File: src/uidw_pkg.sv
// Package with constants and types shared by the descriptor walker modules.
`timescale 1ns / 1ps

package uidw_pkg;

    localparam int MAX_INTERFACES = 16;
    localparam int BUFFER_BYTES   = 256;

    localparam int POS_W = $clog2(BUFFER_BYTES + 1);
    localparam int TOT_W = (POS_W > 8) ? POS_W : 8;
    localparam int CNT_W = $clog2(MAX_INTERFACES + 1);

    localparam logic [7:0] IFACE_TYPE      = 8'd4;
    localparam logic [7:0] FALLBACK_NUMBER = 8'hFF;
    localparam logic [7:0] MIN_IFACE_LEN   = 8'd8;

    localparam logic [1:0] REG_DEVICE_CLASS    = 2'd0;
    localparam logic [1:0] REG_DEVICE_SUBCLASS = 2'd1;
    localparam logic [1:0] REG_DEVICE_PROTOCOL = 2'd2;

    localparam int IDX_W      = 2;
    localparam int CFG_W      = 8;
    localparam int M_TDATA_W  = 40;
    localparam int COUNT_W    = 5;
    localparam int COUNT_LSB  = 32;

    typedef struct packed {
        logic [7:0] dev_class;
        logic [7:0] dev_subclass;
        logic [7:0] dev_protocol;
    } dev_codes_t;

    typedef struct packed {
        logic               record_valid;
        logic [7:0]         number;
        logic [7:0]         iclass;
        logic [7:0]         subclass;
        logic [7:0]         protocol;
        logic               end_of_list;
        logic [COUNT_W-1:0] count;
    } result_t;

endpackage

File: src/uidw_walk.sv
// Descriptor walk state and per-byte decode, one transfer per enabled cycle.
`timescale 1ns / 1ps

module uidw_walk (
    input  logic                aclk,
    input  logic                aresetn,
    input  logic                step_en,
    input  logic                action,
    input  logic [7:0]          data_byte,
    input  uidw_pkg::dev_codes_t dev_codes,
    output logic                has_result,
    output uidw_pkg::result_t   result
);
    import uidw_pkg::*;

    logic [POS_W-1:0] pos_reg, pos_next;
    logic [TOT_W-1:0] total_reg, total_next;
    logic [7:0]       off_reg, off_next;
    logic [7:0]       len_reg, len_next;
    logic [7:0]       dtype_reg, dtype_next;
    logic             stopped_reg, stopped_next;
    logic [CNT_W-1:0] found_reg, found_next;
    logic [7:0]       cap_reg [5];
    logic [7:0]       cap_next [5];

    logic [15:0]      full_len;
    logic [TOT_W-1:0] start;
    logic [8:0]       off_inc;

    always_comb begin
        pos_next     = pos_reg;
        total_next   = total_reg;
        off_next     = off_reg;
        len_next     = len_reg;
        dtype_next   = dtype_reg;
        stopped_next = stopped_reg;
        found_next   = found_reg;
        for (int i = 0; i < 5; i++) begin
            cap_next[i] = cap_reg[i];
        end
        has_result   = 1'b0;
        result       = '0;
        full_len     = {data_byte, total_reg[7:0]};
        start        = TOT_W'(pos_reg) - TOT_W'(off_reg);
        off_inc      = 9'd0;

        if (action) begin
            has_result         = 1'b1;
            result.end_of_list = 1'b1;
            if (found_reg != '0) begin
                result.count = COUNT_W'(found_reg);
            end else begin
                result.record_valid = 1'b1;
                result.number       = FALLBACK_NUMBER;
                result.iclass       = dev_codes.dev_class;
                result.subclass     = dev_codes.dev_subclass;
                result.protocol     = dev_codes.dev_protocol;
                result.count        = COUNT_W'(1);
            end
            pos_next     = '0;
            total_next   = TOT_W'(BUFFER_BYTES);
            off_next     = '0;
            len_next     = '0;
            dtype_next   = '0;
            stopped_next = 1'b0;
            found_next   = '0;
            for (int i = 0; i < 5; i++) begin
                cap_next[i] = '0;
            end
        end else if (pos_reg < POS_W'(BUFFER_BYTES)) begin
            if (pos_reg == POS_W'(2)) begin
                total_next = TOT_W'(data_byte);
            end else if (pos_reg == POS_W'(3)) begin
                if (full_len > 16'(BUFFER_BYTES)) begin
                    total_next = TOT_W'(BUFFER_BYTES);
                end else begin
                    total_next = TOT_W'(full_len);
                end
            end
            if (!stopped_reg) begin
                case (off_reg)
                    8'd0: begin
                        len_next   = data_byte;
                        dtype_next = '0;
                        if (data_byte == 8'd0) begin
                            stopped_next = 1'b1;
                        end
                    end
                    8'd1: dtype_next  = data_byte;
                    8'd2: cap_next[0] = data_byte;
                    8'd3: cap_next[1] = data_byte;
                    8'd5: cap_next[2] = data_byte;
                    8'd6: cap_next[3] = data_byte;
                    8'd7: begin
                        cap_next[4] = data_byte;
                        if (dtype_reg == IFACE_TYPE && len_reg >= MIN_IFACE_LEN &&
                            cap_reg[1] == 8'd0 && start < total_next &&
                            found_reg < CNT_W'(MAX_INTERFACES)) begin
                            found_next          = found_reg + CNT_W'(1);
                            has_result          = 1'b1;
                            result.record_valid = 1'b1;
                            result.number       = cap_reg[0];
                            result.iclass       = cap_reg[2];
                            result.subclass     = cap_reg[3];
                            result.protocol     = data_byte;
                            result.count        = COUNT_W'(found_next);
                        end
                    end
                    default: ;
                endcase
                if (!stopped_next) begin
                    off_inc = {1'b0, off_reg} + 9'd1;
                    if (off_inc >= {1'b0, len_next}) begin
                        off_next = '0;
                    end else begin
                        off_next = off_inc[7:0];
                    end
                end
            end
            pos_next = pos_reg + POS_W'(1);
        end
    end

    always_ff @(posedge aclk) begin
        if (!aresetn) begin
            pos_reg     <= '0;
            total_reg   <= TOT_W'(BUFFER_BYTES);
            off_reg     <= '0;
            len_reg     <= '0;
            dtype_reg   <= '0;
            stopped_reg <= 1'b0;
            found_reg   <= '0;
            for (int i = 0; i < 5; i++) begin
                cap_reg[i] <= '0;
            end
        end else if (step_en) begin
            pos_reg     <= pos_next;
            total_reg   <= total_next;
            off_reg     <= off_next;
            len_reg     <= len_next;
            dtype_reg   <= dtype_next;
            stopped_reg <= stopped_next;
            found_reg   <= found_next;
            for (int i = 0; i < 5; i++) begin
                cap_reg[i] <= cap_next[i];
            end
        end
    end

endmodule

File: src/usb_interface_descriptor_walker.sv
// Top level of the USB configuration descriptor interface walker.
// Takes one descriptor byte or finish transfer per clock; each is decoded
// combinationally against the walk state and any record lands in one output
// register, so throughput is one item per cycle while m_tready stays high.
// The record of an accepted input is shown in the next cycle. s_tready is high
// whenever the output register is empty or is being drained in that cycle; the
// only thing that slows the input is backpressure on the output. Device codes
// must be written via the cfg port only while idle; the block does not check.
`timescale 1ns / 1ps

module usb_interface_descriptor_walker (
    input  logic                           aclk,
    input  logic                           aresetn,
    input  logic                           s_tvalid,
    output logic                           s_tready,
    input  logic [7:0]                     s_tdata,   // [7:0] data_byte
    input  logic                           s_tuser,   // [0] action
    output logic                           m_tvalid,
    input  logic                           m_tready,
    // [7:0] number, [15:8] class, [23:16] subclass, [31:24] protocol,
    // [36:32] interface_count, [39:37] zero
    output logic [uidw_pkg::M_TDATA_W-1:0] m_tdata,
    output logic                           m_tuser,   // [0] record_valid
    output logic                           m_tlast,   // end_of_list
    input  logic                           cfg_wr_en,
    input  logic [uidw_pkg::IDX_W-1:0]     cfg_index,
    input  logic [uidw_pkg::CFG_W-1:0]     cfg_wr_data
);
    import uidw_pkg::*;

    dev_codes_t dev_reg;
    logic       in_fire;
    logic       has_result;
    result_t    result;
    logic       out_valid_reg;
    result_t    out_reg;

    assign s_tready = !out_valid_reg || m_tready;
    assign in_fire  = s_tvalid && s_tready;

    uidw_walk u_walk (
        .aclk       (aclk),
        .aresetn    (aresetn),
        .step_en    (in_fire),
        .action     (s_tuser),
        .data_byte  (s_tdata),
        .dev_codes  (dev_reg),
        .has_result (has_result),
        .result     (result)
    );

    always_ff @(posedge aclk) begin
        if (!aresetn) begin
            dev_reg <= '0;
        end else if (cfg_wr_en) begin
            case (cfg_index)
                REG_DEVICE_CLASS:    dev_reg.dev_class    <= cfg_wr_data;
                REG_DEVICE_SUBCLASS: dev_reg.dev_subclass <= cfg_wr_data;
                REG_DEVICE_PROTOCOL: dev_reg.dev_protocol <= cfg_wr_data;
                default: ;
            endcase
        end
    end

    always_ff @(posedge aclk) begin
        if (!aresetn) begin
            out_valid_reg <= 1'b0;
        end else if (s_tready) begin
            out_valid_reg <= in_fire && has_result;
        end
    end

    always_ff @(posedge aclk) begin
        if (in_fire && has_result) begin
            out_reg <= result;
        end
    end

    assign m_tvalid = out_valid_reg;
    assign m_tuser  = out_reg.record_valid;
    assign m_tlast  = out_reg.end_of_list;
    assign m_tdata  = {3'b000, out_reg.count, out_reg.protocol, out_reg.subclass,
                       out_reg.iclass, out_reg.number};

endmodule

File: config.mk
export PLATFORM = sky130hd
export DESIGN_NAME = usb_interface_descriptor_walker
export DESIGN_NICKNAME = d
export VERILOG_FILES = /design/src/uidw_pkg.sv /design/src/uidw_walk.sv /design/src/usb_interface_descriptor_walker.sv
export SDC_FILE = /design/constraint.sdc
export NUM_CORES = 1
export LEC_CHECK = 0
export ABC_AREA = 1
export BUFFER_PORTS_ARGS = -buffer_cell sky130_fd_sc_hd__buf_2
export CAP_MARGIN = 20
export CORE_AREA = 2 2 107 130
export DETAILED_ROUTE_END_ITERATION = 8
export DIE_AREA = 0 0 109 132
export PLACE_DENSITY = 0.78
export SYNTH_ARGS = -nofsm -noshare
export SYNTH_HDL_FRONTEND = slang
export SYNTH_SLANG_ARGS = --single-unit
File: constraint.sdc
create_clock -name aclk -period 3.8 [get_ports aclk]
set_input_delay 0.38 -clock aclk [delete_from_list [all_inputs] [get_ports aclk]]
set_output_delay 0.38 -clock aclk [all_outputs]
set_load 0.1 [all_outputs]
==> results of run 1 <==
## through the flow
step	cell area [um2]	worst slack, ns
after floorplan	6980	0.159
after global placement	7530	0.177
after detailed placement	7530	0.00103
after CTS	8190	0.00702
after global routing	8360	-0.0723
final	8360	0.162
## kinds of logic (layout without fill, tap and decap cells)
group                    count (synthesis)  count (layout)  share of synthesized area, %
AND/OR/NAND/NOR                        297             298                          19.2
AO/OA/AOI/OAI                          172             172                          14.9
flip-flops                             144             144                          51.6
buffers and inverters                  123             224                          7.11
adder cells (fa/ha/maj)                 33              33                          6.03
XOR/XNOR                                 9               9                          1.13
other                                    1               3                        0.0538
## layer usage
layer	track usage (%)	vias to the layer above	wire length (um)
li1	-	2826	-
met5	0	-	0
met4	11.0	0	539
met3	4.89	43	1170
met2	43.0	234	9430
met1	28.1	2656	6760
## where the power goes
part	switching, uW	leakage, uW	internal (uW)	total, uW
combinational	429	0.00188	145	573
clock	683	0.000300	1110	1800
sequential	31.5	0.00131	1710	1750
## path summary, 6_finish.rpt
path                               startpoint                          endpoint
max reg2reg    u_walk.pos_reg[0]$_SDFFE_PN0P_              m_tdata[4]$_DFFE_PP_
max            u_walk.pos_reg[0]$_SDFFE_PN0P_              m_tdata[4]$_DFFE_PP_
min reg2reg  u_walk.dtype_reg[1]$_SDFFE_PN0P_  u_walk.dtype_reg[1]$_SDFFE_PN0P_
min                            cfg_wr_data[4]          dev_reg[20]$_SDFFE_PN0P_
## critical path, stage by stage (launching register included)
cell and delay, ns:
dfxtp_1 0.32, inv_2 0.05, ha_1 0.14, inv_1 0.07
fa_2 0.37, nand3_1 0.11, nand2_2 0.07, nand2_1 0.06
nand2_1 0.06, nand2_2 0.08, a21boi_2 0.07, or2_2 0.28
a21oi_2 0.12, nand2_1 0.07, nand2_2 0.08, ha_4 0.21
nand2_1 0.07, nand4_1 0.11, nor3_2 0.20, nand3b_1 0.14
nor2_4 0.21, nand3_4 0.13, nand2_8 0.16, buf_16 0.15
## cell usage after synthesis (3+ instances only)
master / number / area [um2]
a21boi_0: 4 / 30.0
a21oi_1: 52 / 260
a31oi_1: 7 / 43.8
buf_2: 3 / 15.0
buf_4: 4 / 30.0
clkbuf_1: 9 / 33.8
dfxtp_1: 73 / 1460
edfxtp_1: 71 / 2130
ha_1: 32 / 400
inv_1: 96 / 360
inv_2: 9 / 33.8
nand2_1: 111 / 417
nand2_2: 7 / 43.8
nand3_1: 34 / 170
nand4_1: 17 / 106
nor2_1: 101 / 379
nor2_2: 4 / 25.0
nor3_1: 10 / 50.1
o21a_1: 10 / 75.1
o21ai_0: 54 / 270
o21ai_1: 9 / 45.0
o21ai_2: 12 / 105
o22ai_1: 10 / 62.6
o22ai_2: 8 / 100
or2_2: 3 / 18.8
xor2_1: 7 / 61.3
## cells in the final DEF (no fill, tap or decap), types with 3 or more instances in the layout
master / count
a21boi_0: 3
a21oi_1: 51
a31oi_1: 7
buf_2: 64
buf_4: 17
bufinv_16: 4
clkbuf_16: 19
clkinv_4: 3
clkinvlp_4: 3
conb_1: 3
dfxtp_1: 73
edfxtp_1: 71
ha_1: 30
inv_1: 95
inv_2: 10
inv_6: 3
nand2_1: 107
nand2_2: 10
nand3_1: 34
nand4_1: 17
nor2_1: 101
nor2_2: 4
nor3_1: 9
o21a_1: 10
o21ai_0: 54
o21ai_1: 9
o21ai_2: 12
o22ai_1: 10
o22ai_2: 8
or2_2: 3
xor2_1: 7
## timing repair
action,4_1_cts,5_1_grt
setup buffers,3,1
gates resized for setup,0,14
pin swaps,1,5
cloned,0,6
endpoints found under the setup margin,45,83
## final cells by class
type | instances | area share (%)
repair buffers | 87 | 6.74
well taps | 168 | 2.52
inverters | 105 | 4.72
flip-flops and latches | 144 | 43.0
multi-input cells | 515 | 35.4
clock inverters | 14 | 2.47
clock buffers | 18 | 5.14
==> reports/qor.txt, run 1 <==
fmax - 0.275 GHz
Worst-Margin Slew - 0.887 ns
CTS clk-pin slew, worst paths - 0.06 ns
Placed Instances - 1009
number of core rows - 46
clk sink count - 144
Synth Flop Type - dfxtp_1
number of port buffers - 64
power per cell area - 492 nW/um2
CTS tree - done
final cell count without fillers - 1051
fin util - 64.0%
# nets final - 927
ys async rst share - 0%
Chip Width - 109 um
sum of net half-perimeters after detailed placement - 12.3 mm
peak supply drop - 0.317 mV
sum of negative setup slack - 0 ns
Post-Syn Area - 6970 um2
Crit Path Max Fanout - 10
DIE AREA - 14400 um2
r2r setup slk - 0.16 ns
fin crit share - 95.7%
initial antenna violation count - 0
final setup violation count - 0
LEAKAGE - 0.00349 uW
Post-DRT Antenna Nets - 0
clock skew - 0.0142 ns
Netlist cell types - 41
clock tree root driver cell - clkbuf_16
hold depth - 3
slew margin rel. - 40.8%
Layout Area Growth over Synthesis - 19.9%
minimum clock period - 3.64 ns
Arrival @ worst endpoint - 3.77 ns
CP required - 3.93 ns
CP Capture Type - register
post-DR wirelength/cell - 17.0 um
flops & latches, synth - 144
routability cong. - 0.919
ratio of cells with drive above 1 in the final layout - 20.5%
critical path class - reg2reg
register area share after synthesis - 51.6%
starting density of the core - 53.3%
syn_area_per_cell - 8.94 um2
R2R cell count - 23
Die H - 132 um
Synth Instances - 779
yosys warns - 0
Slew Viols, Final - 0
first-pass GRT wire length - 26.8 mm
multi-input logic area - 2960 um2
final hold slack - 0.217 ns
via count - 5759
Power Total - 4110 uW
status - complete, no violations
Max-Cap Viols - 0
TritonCTS Buffers - 17
clk_lat worst skew - 0.43 ns
vias in the first global route - 5391
first drt pass iteration count - 5
CP Launch Type - register
Tot GR Track Use - 24.4%
diode count - 0
Sequential cell area - 3590 um2
# fillers - 1028
DRC viols - 0
number of DRC markers in iteration 0 - 491
Max Buffers Root-to-Sink - 2
final wirelength - 17.9 mm
Vias/cell - 5.48
I/O Pins - 68
EDFF count, synth - 71
hold buffer count at CTS - 0
largest net degree at the start of global routing - 40
HP Class - in2reg
# H-tree levels - 4
core area - 13100 um2
Largest register FFs - 37
grt ovf - 0
Fin. Hold Viols - 0
No activity file was read; power rests on OpenSTA's default activity.
==> inputs of run 2 (changes only) <==
Settings changed: PLACE_DENSITY 0.78 to 0.76.
==> reports/qor.txt, run 2 (synthesis gave the netlist of run 1 again) <==
most common cell after layout, fill and taps aside - nand2_1
HP Class - in2reg
core area - 13100 um2 (unchanged)
largest net degree at the start of global routing - 39 (-2.5%)
Die H - 132 um (unchanged)
power per cell area - 477 nW/um2 (-3.2%)
CTS clk-pin slew, worst paths - 0.06 ns (about the same)
I/O Pins - 68 (unchanged)
grt ovf - 0 (unchanged)
R2R cell count - 23 (unchanged)
Crit Path Max Fanout - 8 (-2)
HP Start - cfg_wr_data[1]
clk sink count - 144 (unchanged)
Slew Viols, Final - 0 (unchanged)
CP Launch Type - register
r2r setup slk - 0.19 ns (+0.03 ns)
DRC viols - 0 (unchanged)
peak supply drop - 0.336 mV (+6.0%)
via count - 5787 (+0.49%)
number of core rows - 46 (unchanged)
multi-input logic area - 2960 um2 (-0.13%)
CTS tree - done
Sequential cell area - 3590 um2 (about the same)
CP Capture Type - register
diode count - 0 (unchanged)
most frequent cells in the layout - 107 x nand2_1, 101 x nor2_1, 94 x inv_1
clock skew - 0.00944 ns (-0.00478 ns)
pre-CTS WS - -0.00707 ns (-0.00810 ns)
number of port buffers - 64 (unchanged)
Hold Path Sink - dev_reg[17]$_SDFFE_PN0P_
LEAKAGE - 0.00347 uW (-0.54%)
fin crit share - 95.0% (-0.71 points)
# H-tree levels - 4 (unchanged)
DIE AREA - 14400 um2 (unchanged)
Fin. Hold Viols - 0 (unchanged)
minimum clock period - 3.61 ns (-0.0269 ns)
Post-DRT Antenna Nets - 0 (unchanged)
Tot GR Track Use - 24.7% (+0.29 points)
critical path class - reg2reg
initial antenna violation count - 0 (unchanged)
number of DRC markers in iteration 0 - 668 (+36%)
clk_lat worst skew - 0.43 ns (about the same)
CP required - 3.95 ns (+0.02 ns)
first drt pass iteration count - 6 (+1)
first-pass GRT wire length - 26.8 mm (+0.18%)
Worst R2R Start - u_walk.pos_reg[0]$_SDFFE_PN0P_
clock tree root driver cell - clkbuf_16
Max Buffers Root-to-Sink - 2 (unchanged)
routability cong. - 0.984 (+7.0%)
Chip Width - 109 um (unchanged)
final wirelength - 18.2 mm (+1.6%)
sum of negative setup slack - 0 ns (unchanged)
Worst-Margin Slew - 0.950 ns (+0.0631 ns)
starting density of the core - 53.3% (unchanged)
fmax - 0.277 GHz (+0.75%)
final setup violation count - 0 (unchanged)
TritonCTS Buffers - 17 (unchanged)
Layout Area Growth over Synthesis - 18.9%
worst reg2reg path endpoint - m_tdata[19]$_DFFE_PP_
hold depth - 3 (unchanged)
slew margin rel. - 36.1% (-4.7 points)
Max-Cap Viols - 0 (unchanged)
status - complete, no violations
Largest register FFs - 37 (unchanged)
Vias/cell - 5.50 (+0.39%)
ratio of cells with drive above 1 in the final layout - 20.9% (+0.43 points)
post-DR wirelength/cell - 17.3 um (+1.5%)
Arrival @ worst endpoint - 3.76 ns (about the same)
fin worst setup slack - 0.189 ns (+0.0269 ns)
# fillers - 1066 (+3.7%)
sum of net half-perimeters after detailed placement - 12.7 mm (+4.0%)
# nets final - 928 (+0.11%)
vias in the first global route - 5384 (-0.13%)
[run 2: final cells by class]
type / count / share of cell area (%)
clock buffer: 17 / 5.13
clock inverter: 15 / 1.81
inverter: 105 / 4.76
multi-input combinational: 515 / 35.7
sequential: 144 / 43.4
tap: 168 / 2.54
timing repair buffer: 88 / 6.70
[run 2: per-stage QoR]
stage	hold WS [ns]	utilization [%]	instance area (um2)	power, uW	cells
finish	0.224	63.4	8290	3950	1052
global placement	0.456	57.6	7520	2310	1008
CTS	0.212	62.0	8110	3930	1041
detailed placement	0.459	57.6	7520	2320	1008
floorplan	0.437	-	6980	2190	781
global route	0.233	63.4	8290	4080	1052
[run 2: critical path, cell delays in order (launching register included)]
cell and delay, ns:
dfxtp_2 0.32, inv_2 0.05, ha_1 0.14, inv_2 0.05, fa_2 0.38, nand3_2 0.09
nand2_2 0.06, nand2_1 0.06, nand2_1 0.06, nand2_2 0.07, a21boi_2 0.06, or2_2 0.29
a21oi_2 0.15, nand2_1 0.08, nand2_2 0.09, ha_4 0.21, nand2_1 0.07, nand4_1 0.10
nor3_2 0.18, nand3b_1 0.13, nor2_4 0.23, nand3_4 0.13, nand2_8 0.15, clkbuf_16 0.17
[run 2: how the worst max path moves through the flow]
stage	startpoint	endpoint	slack, ns	depth (start not counted)
floorplan	u_walk.off_reg[0]$_SDFFE_PN0P_	m_tdata[0]$_DFFE_PP_	0.16	21
global placement	u_walk.pos_reg[0]$_SDFFE_PN0P_	m_tdata[7]$_DFFE_PP_	0.1	23
detailed placement	u_walk.pos_reg[0]$_SDFFE_PN0P_	m_tdata[0]$_DFFE_PP_	-0.007	23
CTS	u_walk.pos_reg[0]$_SDFFE_PN0P_	m_tdata[1]$_DFFE_PP_	0.04	23
global route	u_walk.pos_reg[0]$_SDFFE_PN0P_	m_tdata[16]$_DFFE_PP_	-0.04	23
finish	u_walk.pos_reg[0]$_SDFFE_PN0P_	m_tdata[19]$_DFFE_PP_	0.19	23
[run 2: per-layer routing]
layer | up-vias | track usage [%] | routed length, um
li1 | 2815 | - | -
met5 | - | 0 | 0
met3 | 49 | 5.29 | 960
met4 | 0 | 14.2 | 711
met1 | 2691 | 27.9 | 7100
met2 | 232 | 42.3 | 9420
[run 2: timing repair]
| item | CTS | global route |
|---|---|---|
| buffers inserted | 1 | 6 |
| hold buffers | 0 | 0 |
| endpoints found under the setup margin | 37 | 83 |
| pin swaps | 1 | 6 |
| gates resized for setup | 1 | 14 |
| cloned | 0 | 5 |
[run 2: report_power, final]
group          leakage (uW)  internal [uW]  switching [uW]  total (uW)
combinational       0.00188            141             434         575
sequential          0.00131           1710            30.7        1750
clock              0.000277            919             711        1630
==> inputs of run 3 (changes only) <==
Settings changed: ABC_AREA 1 to default, CORE_AREA 2 2 107 130 to 2 2 107 129, DIE_AREA 0 0 109 132 to 0 0 109 131, PLACE_DENSITY 0.76 to 0.74.
==> reports/qor.txt, run 3 <==
status - complete, but fails checks
violated checks - negative setup slack
top cells by area, synth - edfxtp_1 31%, dfxtp_1 22%, ha_1 5.9%
CTS clk-pin slew, worst paths - 0.07 ns (about the same)
CTS tree - done
ratio of cells with drive above 1 in the final layout - 26.0% (+5.1 points)
Max Buffers Root-to-Sink - 2 (unchanged)
Arrival @ worst endpoint - 4.00 ns (+0.24 ns)
vias in the first global route - 5195 (-3.5%)
fin util - 63.3% (-0.086 points)
CP required - 3.93 ns (-0.02 ns)
number of DRC markers in iteration 0 - 362 (-46%)
ys async rst share - 0% (unchanged)
clk_lat worst skew - 0.42 ns (about the same)
TritonCTS Buffers - 17 (unchanged)
syn_area_per_cell - 10.9 um2 (+22%)
CP Capture Type - register
Synth Flop Type - dfxtp_1
Tot GR Track Use - 25.2% (+0.51 points)
Max-Cap Viols - 0 (unchanged)
HP Class - in2reg
Post-Syn Area - 6770 um2 (-2.8%)
diode count - 0 (unchanged)
Post-DRT Antenna Nets - 0 (unchanged)
first-pass GRT wire length - 27.0 mm (+0.59%)
EDFF count, synth - 71 (unchanged)
Chip Width - 109 um (unchanged)
critical path's top delay family - compound AO/OA/AOI/OAI gates
sum of net half-perimeters after detailed placement - 12.1 mm (-4.9%)
fin crit share - 102% (+6.7 points)
Vias/cell - 5.99 (+9.0%)
# nets final - 775 (-16%)
# H-tree levels - 4 (unchanged)
post-DR wirelength/cell - 19.7 um (+14%)
final wirelength - 17.7 mm (-2.5%)
flops & latches, synth - 144 (unchanged)
Worst-Margin Slew - 0.929 ns (-0.0214 ns)
Yosys top cell by area - edfxtp_1
fin worst setup slack - -0.0658 ns (-0.255 ns)
pre-CTS WS - -0.130 ns (-0.123 ns)
register area share after synthesis - 53.0% (+1.5 points)
Synth Instances - 619 (-21%)
DIE AREA - 14300 um2 (-0.76%)
clock skew - 0.0119 ns (+0.00244 ns)
critical path class - reg2reg
yosys warns - 0 (unchanged)
via count - 5388 (-6.9%)
minimum clock period - 3.87 ns (+0.255 ns)
starting density of the core - 51.8% (-1.5 points)
initial antenna violation count - 0 (unchanged)
clock tree root driver cell - clkbuf_16
DRC viols - 0 (unchanged)
hold depth - 3 (unchanged)
power per cell area - 481 nW/um2 (+0.88%)
Netlist cell types - 68 (+66%)
first drt pass iteration count - 5 (-1)
Die H - 131 um (-0.76%)
Crit Path Max Fanout - 8 (unchanged)
number of core rows - 46 (unchanged)
Fin. Hold Viols - 0 (unchanged)
most frequent cells in the layout - 71 x dfxtp_1, 71 x edfxtp_1, 67 x nor2_1
core area - 13100 um2 (unchanged)
R2R cell count - 19 (-17%)
fmax - 0.259 GHz (-6.6%)
slew margin rel. - 37.6% (+1.4 points)
most numerous cell in the Yosys netlist - dfxtp_1
CP Launch Type - register
crit-path cells - inv_2 > ha_4 > inv_2 > fa_2 > nand2_2 > nand2_2 > a21oi_2 > nor2b_1 > o21ai_1 > a21oi_2 > xnor2_1 > ha_1 > a211oi_2 > o211ai_1 > nor4_4 > o211ai_4 > and2_4 > nor2_4 > clkbuf_16
Synth top area share - 31.5% (+0.87 points)
WP buf/inv - 3 (unchanged)
CP max stage delay - 0.34 ns (-0.04 ns)
routability cong. - 0.858 (-13%)
grt ovf - 0 (unchanged)
number of port buffers - 64 (unchanged)
LEAKAGE - 0.00337 uW (-3.0%)
RSZ-0062 raised after global routing - yes
largest net degree at the start of global routing - 39 (unchanged)
# fillers - 1033 (-3.1%)
peak supply drop - 0.282 mV (-16%)
final setup violation count - 42 (+42)
Largest register FFs - 37 (unchanged)
Slowest-stage cell, CP - fa_2
I/O Pins - 68 (unchanged)
Layout Area Growth over Synthesis - 22.1%
CP Depth - 19 (-17%)
most frequent cells after synthesis - 73 x dfxtp_1, 71 x edfxtp_1, 70 x nor2_1
clk sink count - 144 (unchanged)
Slew Viols, Final - 0 (unchanged)
-- run 3: worst paths after layout --
kind	startpoint	to	slack, ns
setup / recovery	u_walk.pos_reg[0]$_SDFFE_PN0P_	m_tdata[2]$_DFFE_PP_	-0.07
hold reg to reg	u_walk.dtype_reg[0]$_SDFFE_PN0P_	u_walk.dtype_reg[0]$_SDFFE_PN0P_	0.47
hold / removal	cfg_wr_data[1]	dev_reg[9]$_SDFFE_PN0P_	0.26
setup reg to reg	u_walk.pos_reg[0]$_SDFFE_PN0P_	m_tdata[2]$_DFFE_PP_	-0.07
-- run 3: per-stage QoR --
stage	power (uW)	instances	cell area, um2	TNS (ns)	hold slack (ns)
6_report	3980	899	8270	-1.70	0.259
5_1_grt	4120	899	8270	-13.55	0.255
4_1_cts	3960	884	8020	0	0.250
3_5_place_dp	2400	849	7410	-3.85	0.462
3_3_place_gp	2380	849	7410	-0.854	0.451
2_1_floorplan	2240	621	6820	-1.78	0.435
-- run 3: final cells by class --
type                            count  area [um2]  share of cell area [%]
Clock buffer                       18         439                    5.31
Timing Repair Buffer              106         731                    8.83
Multi-Input combinational cell    426        3090                    37.3
Tap cell                          168         210                    2.54
Clock inverter                     14         124                    1.50
Inverter                           23        86.3                    1.04
Sequential cell                   144        3600                    43.5
-- run 3: what timing repair did --
item | in CTS | in global routing
pin swaps | 2 | 37
resized for setup | 3 | 21
setup endpoints to repair | 39 | 81
setup buffers | 2 | 12
hold buffers | 0 | 0
cloned | 1 | 4
-- run 3: kinds of logic after synthesis --
family / Yosys count / share of synthesized area (%)
AO/OA/AOI/OAI: 139 / 14.8
XOR/XNOR: 16 / 2.07
adder cells (fa/ha/maj): 33 / 6.21
buffers and inverters: 52 / 3.40
flip-flops: 144 / 53.0
multiplexers: 34 / 5.04
other: 1 / 0.0554
AND/OR/NAND/NOR: 200 / 15.3
-- run 3: per-layer routing --
metal  vias up  GRT usage, %  routed length [um]
met1      2581          29.7                6520
met4         0          12.4                 653
met5         -             0                   0
met3        54          5.51                1240
li1       2507             -                   -
met2       246          43.5                9320
-- run 3: worst reg2reg max path, cell delays in order (launching register included) --
cell and delay [ns]:
dfxtp_2 0.33, inv_2 0.09, ha_4 0.14, inv_2 0.03
fa_2 0.34, nand2_2 0.08, nand2_2 0.05, a21oi_2 0.16
nor2b_1 0.06, o21ai_1 0.19, a21oi_2 0.08, xnor2_1 0.13
ha_1 0.34, a211oi_2 0.26, o211ai_1 0.16, nor4_4 0.34
o211ai_4 0.14, and2_4 0.17, nor2_4 0.26, clkbuf_16 0.23
-- run 3: where the power goes --
part	internal [uW]	leakage (uW)	total, uW	switching [uW]
clock network	872	0.000271	1570	694
logic	222	0.00180	681	458
registers	1700	0.00130	1730	33.7
